===== config.mk =====
export PLATFORM = sky130hd
export DESIGN_NAME = hdpm_front
export DESIGN_NICKNAME = d
export VERILOG_FILES = /design/src/hdpm_pkg.sv /design/src/hdpm_front.sv
export SDC_FILE = /design/constraint.sdc
export NUM_CORES = 1
export LEC_CHECK = 0
export BUFFER_PORTS_ARGS = -buffer_cell sky130_fd_sc_hd__buf_4
export CAP_MARGIN = 25
export CORE_MARGIN = 2
export CORE_UTILIZATION = 45
export DETAILED_ROUTE_END_ITERATION = 10
export GPL_TIMING_DRIVEN = 0
export PLACE_DENSITY = 0.81
export SLEW_MARGIN = 20
export SYNTH_ARGS = -nofsm -noshare
export SYNTH_HDL_FRONTEND = slang
export SYNTH_SLANG_ARGS = --single-unit
export TNS_END_PERCENT = 100

===== constraint.sdc =====
create_clock -name clk -period 2.4 [get_ports clk]
set_clock_uncertainty 0.15 [all_clocks]
set_input_delay 0 -clock clk [delete_from_list [all_inputs] [get_ports clk]]
set_output_delay 0 -clock clk [all_outputs]
set_load 0.05 [all_outputs]

===== src/hdpm_pkg.sv =====
package hdpm_pkg;

  localparam logic OP_ADD   = 1'b0;
  localparam logic OP_QUERY = 1'b1;

  localparam logic REG_ROWS    = 1'b0;
  localparam logic REG_COLUMNS = 1'b1;

  typedef struct packed {
    logic       operation;
    logic [3:0] row_index;
    logic [3:0] column_index;
    logic [3:0] query_row;
    logic [3:0] query_column;
  } cmd_t;

  typedef struct packed {
    logic clearing;
  } be_stat_t;

  typedef struct packed {
    logic [3:0]  peak_row;
    logic [3:0]  peak_column;
    logic [3:0]  highest_row;
    logic [3:0]  highest_column;
    logic [3:0]  row_median;
    logic        row_median_none;
    logic [3:0]  column_median;
    logic        column_median_none;
    logic [31:0] total_count;
  } res_t;

endpackage


===== src/hdpm_front.sv =====
module hdpm_front (
  input  logic              clk,
  input  logic              rst_n,
  input  logic              in_valid,
  output logic              in_ready,
  input  logic              in_operation,
  input  logic [3:0]        in_row_index,
  input  logic [3:0]        in_column_index,
  input  logic [3:0]        in_query_row,
  input  logic [3:0]        in_query_column,
  input  logic [4:0]        rows_in_use,
  input  logic [4:0]        columns_in_use,
  input  hdpm_pkg::be_stat_t stat,
  output logic              q_valid,
  output hdpm_pkg::cmd_t    q_cmd,
  input  logic              q_pop
);
  import hdpm_pkg::*;

  cmd_t       q_mem_r [2];
  logic       wp_r, wp_nxt, rp_r, rp_nxt;
  logic [1:0] cnt_r, cnt_nxt;
  logic       accept, push, in_range;
  cmd_t       cmd_in;

  assign in_ready = !stat.clearing && (cnt_r != 2'd2);
  assign accept   = in_valid && in_ready;
  assign in_range = (5'(in_row_index) < rows_in_use) && (5'(in_column_index) < columns_in_use);
  // drop adds that fall outside the area in use
  assign push     = accept && ((in_operation == OP_QUERY) || in_range);

  assign cmd_in.operation    = in_operation;
  assign cmd_in.row_index    = in_row_index;
  assign cmd_in.column_index = in_column_index;
  assign cmd_in.query_row    = in_query_row;
  assign cmd_in.query_column = in_query_column;

  assign q_valid = (cnt_r != 2'd0);
  assign q_cmd   = q_mem_r[rp_r];

  always_comb begin
    wp_nxt  = push ? !wp_r : wp_r;
    rp_nxt  = q_pop ? !rp_r : rp_r;
    cnt_nxt = cnt_r + 2'(push) - 2'(q_pop);
  end

  always_ff @(posedge clk) begin
    if (!rst_n) begin
      wp_r  <= 1'b0;
      rp_r  <= 1'b0;
      cnt_r <= 2'd0;
    end else begin
      wp_r  <= wp_nxt;
      rp_r  <= rp_nxt;
      cnt_r <= cnt_nxt;
    end
    if (push) begin
      q_mem_r[wp_r] <= cmd_in;
    end
  end

endmodule


# After elaboration in Yosys (flattened, before gate mapping)

Memories as Yosys holds them, arrays and structs flattened. A register that Yosys moved wholly into a read port is not among the register bits.
Index checks and enable logic that the tools add are counted.

Register bits: 4
Bits in writable memories: 34
Output and inout port bits: 19
Logic and storage cells: 22
Memories kept: 1

$add $sub $neg: 2
Magnitude comparators: 2
Equality and inequality tests: 1
Multiplexer cells: 4
Reduce and logical (&&, ||, !) cells: 9

Memory list:

| memory  | words | width | read ports | clocked after memory_dff | write ports | line             | text |
|---|---|---|---|---|---|---|---|
| q_mem_r | 2     | 17    | 1          | 1                        | 1           | hdpm_front.sv:20 | `cmd_t q_mem_r [2];` |

Operators by type and width:

| operator             | number |
|---|---|
| $lt A4 B5 Y1         | 2 |
| $logic_and A1 B1 Y1  | 4 |
| $mux W1              | 4 |
| $logic_not A1 Y1     | 3 |
| $add A2 B1 Y2        | 1 |
| $ne A2 B2 Y1 const B | 1 |
| $reduce_bool A2 Y1   | 1 |
| $sub A2 B1 Y2        | 1 |
| $logic_or A1 B1 Y1   | 1 |

# Longest topological paths before layout

Gate-level depths: netlist of the first run.

Word-level depth: 6
Depth in mapped cells: 11

# Worst setup path after synthesis of the first run

Ideal clock, no wire load.

Kind: flip-flop to flip-flop
Start point: reg cnt_r[0]
End point: mem q_mem_r[1][0] (netlist bit), enable pin
Library setup time: 0.391 ns
Arrival: 2.349 ns
Data required time: 1.859 ns
Path slack: -0.490 ns
Stages on the path, launching flop included: 6
Path buffers: 0
Period minus slack after synthesis: 2.890 ns
Cells stage by stage: dfxtp_1 -> inv_1 -> a21oi_1 -> nand2_1 -> a211o_1 -> nor2_1

Word-level cells in the longest chain between the ends: 6

RTL lines:

| element                       | line             | text |
|---|---|---|
| from (decl)                   | hdpm_front.sv:22 | `logic [1:0] cnt_r, cnt_nxt;` |
| from (signal assigned)        | hdpm_front.sv:55 | `cnt_r <= cnt_nxt;` |
| $ne A2 B2 Y1                  | hdpm_front.sv:26 | `assign in_ready = !stat.clearing && (cnt_r != 2'd2);` |
| $logic_and A1 B1 Y1           | hdpm_front.sv:26 |  |
| via in_ready                  | hdpm_front.sv:5  | `output logic in_ready,` |
| $logic_and A1 B1 Y1           | hdpm_front.sv:27 | `assign accept = in_valid && in_ready;` |
| $logic_and A1 B1 Y1           | hdpm_front.sv:30 | `assign push = accept && ((in_operation == OP_QUERY) \|\| in_range);` |
| $mux W1                       | hdpm_front.sv:57 | `if (push) begin` |
| $mux W1 (implied by the code) | hdpm_front.sv:58 | `q_mem_r[wp_r] <= cmd_in;` |
| to (decl)                     | hdpm_front.sv:20 |  |

The timed path passes the listed nets, and every way through them passes these cells.

# Worst setup path in the final report of the first run

Start point: in in_column_index[2]
End point: reg cnt_r[1]

Word-level cells in the longest chain between the ends: 6

RTL lines:

| element             | line             | text |
|---|---|---|
| from (decl)         | hdpm_front.sv:8  | `input logic [3:0] in_column_index,` |
| $lt A4 B5 Y1        | hdpm_front.sv:28 | `assign in_range = (5'(in_row_index) < rows_in_use) && (5'(in_column_index) < columns_in_use);` |
| $logic_and A1 B1 Y1 | hdpm_front.sv:28 |  |
| $logic_or A1 B1 Y1  | hdpm_front.sv:30 |  |
| $logic_and A1 B1 Y1 | hdpm_front.sv:30 |  |
| $add A2 B1 Y2       | hdpm_front.sv:44 | `cnt_nxt = cnt_r + 2'(push) - 2'(q_pop);` |
| $sub A2 B1 Y2       | hdpm_front.sv:44 |  |

No other way between the ends.
A chain may end at the register's enable or synchronous reset.

==> results of run 1 <==
-- kinds of logic after synthesis --
family                     count (synthesis)  share of synthesized area
xor gates and xnor gates                   3                     0.0161
adders and majority gates                  8                     0.0615
and+or+nand+nor                           13                     0.0407
muxes                                     18                      0.124
DFF                                       39                      0.689
AOI/OAI and AO/OA                          8                     0.0384
buffers and inverters                     13                     0.0307
-- power breakdown --
part | total, W | internal [W] | switching [W]
logic | 0.000426 | 0.000181 | 0.000244
clock network | 0.000312 | 0.000109 | 0.000203
registers | 0.000800 | 0.000783 | 0.0000167
total | 0.00154 | 0.00107 | 0.000464
-- cells in the final DEF (no fill, tap or decap) --
| master | synthesis | routed |
|---|---|---|
| a2111oi_0 | 1 | 1 |
| a2111oi_2 | 1 | 1 |
| a211o_1 | 1 | 1 |
| a211oi_2 | 0 | 1 |
| a21oi_2 | 0 | 1 |
| and2_1 | 1 | 1 |
| buf_2 | 1 | 1 |
| buf_4 | 0 | 52 |
| buf_8 | 0 | 2 |
| clkbuf_1 | 1 | 1 |
| clkbuf_4 | 0 | 5 |
| clkinv_2 | 0 | 3 |
| dfxtp_1 | 5 | 5 |
| dlygate4sd3_1 | 0 | 19 |
| edfxtp_1 | 34 | 34 |
| ha_1 | 8 | 8 |
| inv_1 | 11 | 11 |
| mux2_2 | 17 | 17 |
| mux2i_1 | 1 | 1 |
| nand2_1 | 3 | 3 |
| nand2b_1 | 1 | 1 |
| nand2b_4 | 1 | 1 |
| nor2_1 | 6 | 4 |
| nor2_2 | 0 | 2 |
| o21ai_0 | 2 | 2 |
| o21bai_1 | 1 | 1 |
| or2_2 | 1 | 1 |
| xnor2_1 | 2 | 2 |
| xor2_1 | 1 | 1 |
-- state kept, by name (all words and copies together), names as in the netlist, named ones only --
name / cells
cnt_r: 2
q_mem_r: 34
rp_r: 1
wp_r: 1
-- cell type report --
cell class	count	area, sq um	area share
tap	46	57.6	0.0244
clock inverter	3	15.0	0.00636
clock buffer	5	37.5	0.0159
buffer	2	8.76	0.00371
inverter	11	41.3	0.0175
sequential	39	1120	0.475
multi-input combinational	50	470	0.199
timing repair buffer	73	611	0.258
-- tightest hold or removal path: stages --
cell and delay, ps:
buf_4 110, nand2_1 50, a211o_1 150, buf_4 140, mux2i_1 70
-- cell usage after synthesis --
cell type	number
nor2_1	6
o21ai_0	2
or2_2	1
nand2b_4	1
nand2b_1	1
a2111oi_2	1
inv_1	11
buf_2	1
nand2_1	3
xor2_1	1
mux2i_1	1
a211o_1	1
xnor2_1	2
a211oi_1	1
a2111oi_0	1
a21oi_1	1
dfxtp_1	5
o21bai_1	1
edfxtp_1	34
and2_1	1
clkbuf_1	1
ha_1	8
mux2_2	17
-- how the worst max path moves through the flow --
stage | startpoint | end | slack, ps | cells past startpoint
floorplan | cnt_r[0] | q_mem_r[1][0] | -160 | 5
global route | in_column_index[2] | cnt_r[1] | 10 | 12
global placement | in_row_index[1] | q_mem_r[0][1] | -480 | 6
CTS | in_row_index[0] | cnt_r[1] | 4 | 12
detailed placement | in_row_index[1] | cnt_r[1] | 80 | 11
finish | in_column_index[2] | cnt_r[1] | 70 | 12
-- routing by layer --
metal  vias up  part of all wire
met5         -                 0
met4         0             0.016
met3         7             0.061
met2        35              0.53
met1       479              0.39
li1        529                 -
-- metrics by stage --
step / cells / total power [W]
finish: 229 / 0.00154
global route: 229 / 0.00161
CTS: 227 / 0.00155
detailed placement: 200 / 0.00121
global placement: 198 / 0.00119
floorplan: 102 / 0.00107
-- what timing repair did --
item,CTS,global route
resized for setup,0,1
hold buffers,19,0
endpoints found under the hold margin,39,0
buffers inserted,0,2
setup endpoints to repair,0,1
==> results.toml, run 1 <==
[outcome]
status = "finished clean"

[grt]
grt.busiest_layer = "met2"
grtUsageTotal = 0.161
grt_max_degree = 15
met2_usage = 0.292
grt_pass1_vias = 1091
met1_usage = 0.171
grt_util_met3 = 0.0528
grt_pass1_wl_um = 4800
overflow = 0
antenna_found_initial = 0

[floorplanning]
initial_core_util = 0.477
core_area_sq_um = 3420
rows = 21
die_area_sq_um = 4110
die_height_um = 64.1
num_io_pins = 51
die_w_um = 64.1

[sta]
report.final.slew_viol_count = 0
rsz0062_at_grt = "no"
max_freq_mhz = 430
tightest_slew_ps = 475
slew_headroom = 0.683
layout_min_cycle_time_ps = 2330
setup_viol_count_final = 0
timing.setup.tns_ps = 0
final_hold_viol_count = 0
fin_ws_ps = 74.2
fin_hold_ws_ps = 73.8
period_share = 0.969

[critical_path]
worst_r2r_startpoint = "cnt_r[0]"
worstSetupStartpointType = "input pin"
r2r_end = "cnt_r[1]"
crit_chain = "dlygate4sd3_1 > buf_4 > ha_1 > o21ai_0 > o21bai_1 > a211o_1 > ha_1 > inv_1 > ha_1 > xor2_1 > xnor2_1 > nor2_1"
crit_top_cell = "ha_1"
crit_fanout = 3
r2r_slack_ps = 370
endpoint_kind = "register"
cp.buffers_inverters = 3
max_stage_delay_ps = 540
crit_arrival_ps = 2420
r2r_cells = 10
critical_path_required_ps = 2500
worstSetupPathType = "input pin to register"
critPathTopFamily = "buffers and inverters"
cpMaxStageDelayCell = "dlygate4sd3_1"

[final_layout]
fin_nets = 222
antenna_cells = 0
drive_gt1_frac = 0.475
final_area_sq_um = 2360
utilization = 0.692
nFillCells = 244
syn2layout_area_growth_pct = 45.1

[cts]
h-tree-depth = 2
cts_root_buf = "clkbuf_4"
clk_path_buf_depth = 2
cts_tree = "done"
cts_inserted_buffers = 5
clock_latency_ps = 340
cts_num_sinks = 39
path_clk_slew_ps = 110

[yosys]
yosysSeqAreaShare = 0.689
syn_area_sq_um = 1630
synthTopCellsByArea = "edfxtp_1 (63%), mux2_2 (12%), dfxtp_1 (6.1%), ha_1 (6.1%), inv_1 (2.5%)"
ys_seq_elements = 39
synth_top_area_share = 0.627
yosys_warnings = 0
syn-num-nets = 142
yosysUniqueCellTypes = 23
synth_area_per_cell_sq_um = 16.0
syn_inst = 102
yosysTopAreaCell = "edfxtp_1"

[min_path]
holdPathEnd = "wp_r"
hold_start = "in_valid"
hp-class = "input pin to register"
hold_path_depth = 5

[detailed_routing]
wirelength_um = 3100
ant_nets = 0
drcViolationCount = 0
drtIter0Drc = 37
viasPerCell = 4.59
vias = 1050
dr.pass1.iters = 4
wl_per_cell_um = 13.5

[placed_design]
dpl_worst_slack_ps = 82.3
place_hpwl_um = 2110
placed_cell_area_sq_um = 2100
numPortBuffers = 50
gp_congestion = 0.720

[job]
drv_cap = 0

[pwr]
leakagePower_nw = 0.978
irDropWorstVdd_v = 0.000457
cellPowerDensity_nw_per_um2 = 651
Power figures use the tool's default switching activity.
==> inputs of run 2 (changes only) <==
Settings changed: CORE_UTILIZATION 45 to 35, CTS_CLUSTER_SIZE set to 30, PLACE_DENSITY 0.81 to 0.67.
==> results.toml, run 2 (synthesis results as in run 1) <==
[floorplanning]
die_height_um = 72.2
die_area_sq_um = 5210
num_io_pins = 51
die_w_um = 72.2
rows = 24
initial_core_util = 0.369
core_area_sq_um = 4410

[final_layout]
post_layout_nonfiller_instances = 231
final_common_cell = "buf_4"
fin_nets = 218
largest-register = "q_mem_r"
syn2layout_area_growth_pct = 44.2
drive_gt1_frac = 0.441
layout_common_cells = "buf_4 (50), edfxtp_1 (34), dlygate4sd3_1 (19), mux2_2 (17), inv_1 (11)"
largest_register_ffs = 34
nFillCells = 386
antenna_cells = 0
largestRegisters = "q_mem_r: 34 flops, cnt_r: 2 flops"
final_area_sq_um = 2350

[pwr]
p_clk_frac = 0.246
cellPowerDensity_nw_per_um2 = 686
pwr-share-comb = 0.256
power_w = 0.00161
power_frac_seq = 0.498
leakagePower_nw = 0.960
internal_power_w = 0.00115
swShare = 0.285
irDropWorstVdd_v = 0.000420
power.switching_w = 0.000458

[sta]
fin_hold_ws_ps = 72.1
report.final.slew_viol_count = 0
layout_min_cycle_time_ps = 2190
rsz0062_at_grt = "no"
slew_headroom = 0.398
period_share = 0.911
final_hold_viol_count = 0
setup_viol_count_final = 0
max_freq_mhz = 458
timing.setup.tns_ps = 0
tightest_slew_ps = 902

[job]
drv_cap = 0

[critical_path]
crit_fanout = 17
r2r_cells = 5
worst_r2r_startpoint = "cnt_r[0]"
critical_path_required_ps = 2160
crit_arrival_ps = 1940
endpoint_kind = "register"
worstSetupStartpointType = "register"
r2r_end = "q_mem_r[1][4]"
worstSetupPathType = "register to register"
r2r_slack_ps = 210

[detailed_routing]
drcViolationCount = 0
wirelength_um = 3150
ant_nets = 0
vias = 1073
viasPerCell = 4.65
wl_per_cell_um = 13.6
drtIter0Drc = 48
dr.pass1.iters = 4

[placed_design]
placed_cell_area_sq_um = 2080
place_hpwl_um = 2190
gp_congestion = 0.716
numPortBuffers = 50
dp_cells = 204

[grt]
grt_pass1_wl_um = 5220
antenna_found_initial = 0
grt_pass1_vias = 1187
grtUsageTotal = 0.134
overflow = 0
grt_max_degree = 18

[cts]
cts_num_sinks = 39
path_clk_slew_ps = 70
cts_tree = "done"
h-tree-depth = 2
cts_root_buf = "clkbuf_8"
clk_path_buf_depth = 2
ctsResizeCount = 0
cts_inserted_buffers = 5
clock_latency_ps = 280

[min_path]
hp-class = "input pin to register"
hold_start = "in_valid"
holdPathEnd = "wp_r"
hold_path_depth = 4

[outcome]
status = "finished clean"
==> run 2: cell types whose count changed in the layout (fill, tap and decap cells not counted), sizes merged <==
cell,change
buf,-4
clkbuf,+1
clkinv,-1
==> run 2: worst max path at each step <==
stage	slack [ps]	start	depth (start not counted)	endpoint
finish	210	cnt_r[0]	5	q_mem_r[1][4]
detailed placement	-110	in_row_index[1]	6	q_mem_r[1][1]
global placement	-470	in_row_index[1]	6	q_mem_r[0][6]
CTS	160	cnt_r[0]	5	q_mem_r[1][7]
global route	20	cnt_r[0]	5	q_mem_r[1][4]
floorplan	-160	cnt_r[0]	5	q_mem_r[1][0]
==> run 2: per-layer routing <==
metal  GRT usage  part of all wire
met1       0.142              0.38
met2       0.240              0.54
met3      0.0403             0.062
met4      0.0692             0.020
met5           0                 0
==> run 2: worst max-delay path: stages (launching register included) <==
cell	delay, ps
dfxtp_1	360
inv_1	60
a21oi_2	150
nand2_1	70
a211o_1	310
nor2_2	710
==> run 2: what timing repair did <==
action | CTS | global route
buffers inserted | 0 | 0
hold buffers | 19 | 0
hold endpoints to repair | 39 | 0
==> run 2: per-stage QoR <==
stage               setup WS (ps)   util
global route                 16.0  0.532
global placement             -465  0.469
finish                        214  0.532
detailed placement           -109  0.471
floorplan                    -161      -
CTS                           160  0.532
==> run 2: final cells by class <==
cell class / instances / area, sq um / share of cell area
sequential: 39 / 1120 / 0.478
timing repair buffer: 69 / 566 / 0.241
multi-input combinational: 50 / 465 / 0.198
clock buffer: 6 / 72.6 / 0.0309
tap: 52 / 65.1 / 0.0277
inverter: 11 / 41.3 / 0.0176
buffer: 2 / 8.76 / 0.00373
clock inverter: 2 / 7.51 / 0.00320
==> run 2: power groups by stage <==
stage               Sequential [W]  Clock [W]  Combinational (W)
floorplan                 0.000811          0           0.000262
global placement          0.000813          0           0.000382
detailed placement        0.000816          0           0.000391
CTS                       0.000802   0.000411           0.000418
global route              0.000806   0.000439           0.000443
finish                    0.000801   0.000396           0.000412
==> inputs of run 3 (changes only) <==
Settings changed: CORE_MARGIN 2 to unset.
==> results.toml, run 3 (synthesis results as in run 1) <==
[outcome]
status = "finished clean"

[sta]
fin_ws_ps = 179
max_freq_mhz = 450
final_hold_viol_count = 0
setup_viol_count_final = 0
report.final.slew_viol_count = 0
rsz0062_at_grt = "no"
tightest_slew_ps = 937
layout_min_cycle_time_ps = 2220
period_share = 0.925
slew_headroom = 0.375

[pwr]
irDropWorstVdd_v = 0.000408
leakagePower_nw = 0.962
power_w = 0.00162
cellPowerDensity_nw_per_um2 = 690

[final_layout]
nFillCells = 386
post_layout_nonfiller_instances = 231
final_common_cell = "buf_4"
antenna_cells = 0
fin_nets = 218
largest-register = "q_mem_r"
syn2layout_area_growth_pct = 44.3
largest_register_ffs = 34
layout_common_cells = "buf_4 (50), edfxtp_1 (34), dlygate4sd3_1 (19), mux2_2 (17), inv_1 (11)"
drive_gt1_frac = 0.447
largestRegisters = "q_mem_r: 34 flops, cnt_r: 2 flops"
final_area_sq_um = 2350

[floorplanning]
core_area_sq_um = 4410
die_height_um = 70.2
die_w_um = 70.2
initial_core_util = 0.369
num_io_pins = 51
die_area_sq_um = 4930
rows = 24

[grt]
grt_max_degree = 18
grt_pass1_vias = 1123
antenna_found_initial = 0
grt_pass1_wl_um = 5060
grtUsageTotal = 0.137
overflow = 0

[job]
drv_cap = 0

[detailed_routing]
drtIter0Drc = 23
drcViolationCount = 0
vias = 1074
wirelength_um = 3100
ant_nets = 0
viasPerCell = 4.65
dr.pass1.iters = 4
wl_per_cell_um = 13.4

[cts]
path_clk_slew_ps = 70
cts_hold_buf = 19
cts_tree = "done"
clock_latency_ps = 280
h-tree-depth = 2
ctsResizeCount = 0
cts_root_buf = "clkbuf_8"
clk_path_buf_depth = 2
cts_inserted_buffers = 5
cts_num_sinks = 39
post-cts-setup-buffers = 0

[critical_path]
crit_arrival_ps = 1970
worstSetupStartpointType = "register"
crit_fanout = 17
max_stage_delay_ps = 740
endpoint_kind = "register"
worstSetupPathType = "register to register"
crit_chain = "inv_1 > a21oi_2 > nand2_1 > a211o_1 > nor2_2"
cpMaxStageDelayCell = "nor2_2"
critical_path_required_ps = 2150

[placed_design]
gp_congestion = 0.710
dp_cells = 204
dpl_worst_slack_ps = -109
place_hpwl_um = 2150
placed_cell_area_sq_um = 2080
numPortBuffers = 50

[min_path]
hp-class = "input pin to register"
[run 3: cell types whose count changed in the layout (fill, tap and decap cells not counted)]
cell and change:
clkinv_2 +1, clkinv_1 -2, clkbuf_1 +1
[run 3: worst paths after layout]
| check | start | to | slack (ps) | cells after the start |
|---|---|---|---|---|
| worst max-delay path | cnt_r[0] | q_mem_r[0][4] | 180 | 5 |
| worst min-delay path | in_valid | wp_r | 80 | 4 |
| worst max register to register | cnt_r[0] | q_mem_r[0][4] | 180 | 5 |
| worst min register to register | wp_r | wp_r | 340 | 2 |
[run 3: through the flow]
step	hold slack, ps	TNS [ps]	utilization
after floorplan	-58.2	-5460	-
after global placement	37.2	-15130	0.469
after detailed placement	37.9	-3560	0.471
after CTS	73.5	0	0.532
after global routing	100	0	0.532
final	79.2	0	0.532
[run 3: power by group]
part	switching, W	leakage [nW]	internal (W)
Clock	0.000204	0.0422	0.000204
Sequential	0.0000160	0.352	0.000785
Combinational	0.000243	0.568	0.000169
Total	0.000463	0.962	0.00116
[run 3: critical path, delay by kind of cell, from the launching register on]
family          cells  cell delay (ps)
compound gates      2              460
flops               1              350
simple gates        2              810
buf+inv             1               60
[run 3: area by class of cell]
class / instances / area, sq um / share of cell area
sequential: 39 / 1120 / 0.477
multi-input combinational: 50 / 465 / 0.198
inverter: 11 / 41.3 / 0.0176
buffer: 2 / 8.76 / 0.00373
clock inverter: 1 / 5.00 / 0.00213
tap: 52 / 65.1 / 0.0277
timing repair buffer: 69 / 566 / 0.241
clock buffer: 7 / 76.3 / 0.0325
[run 3: metal layers]
metal | vias to the layer above | wire length, um | GRT usage
li1 | 524 | - | -
met1 | 512 | 1320 | 0.156
met2 | 34 | 1610 | 0.243
met3 | 4 | 140 | 0.0361
met4 | 0 | 27 | 0.0533
met5 | - | 0 | 0
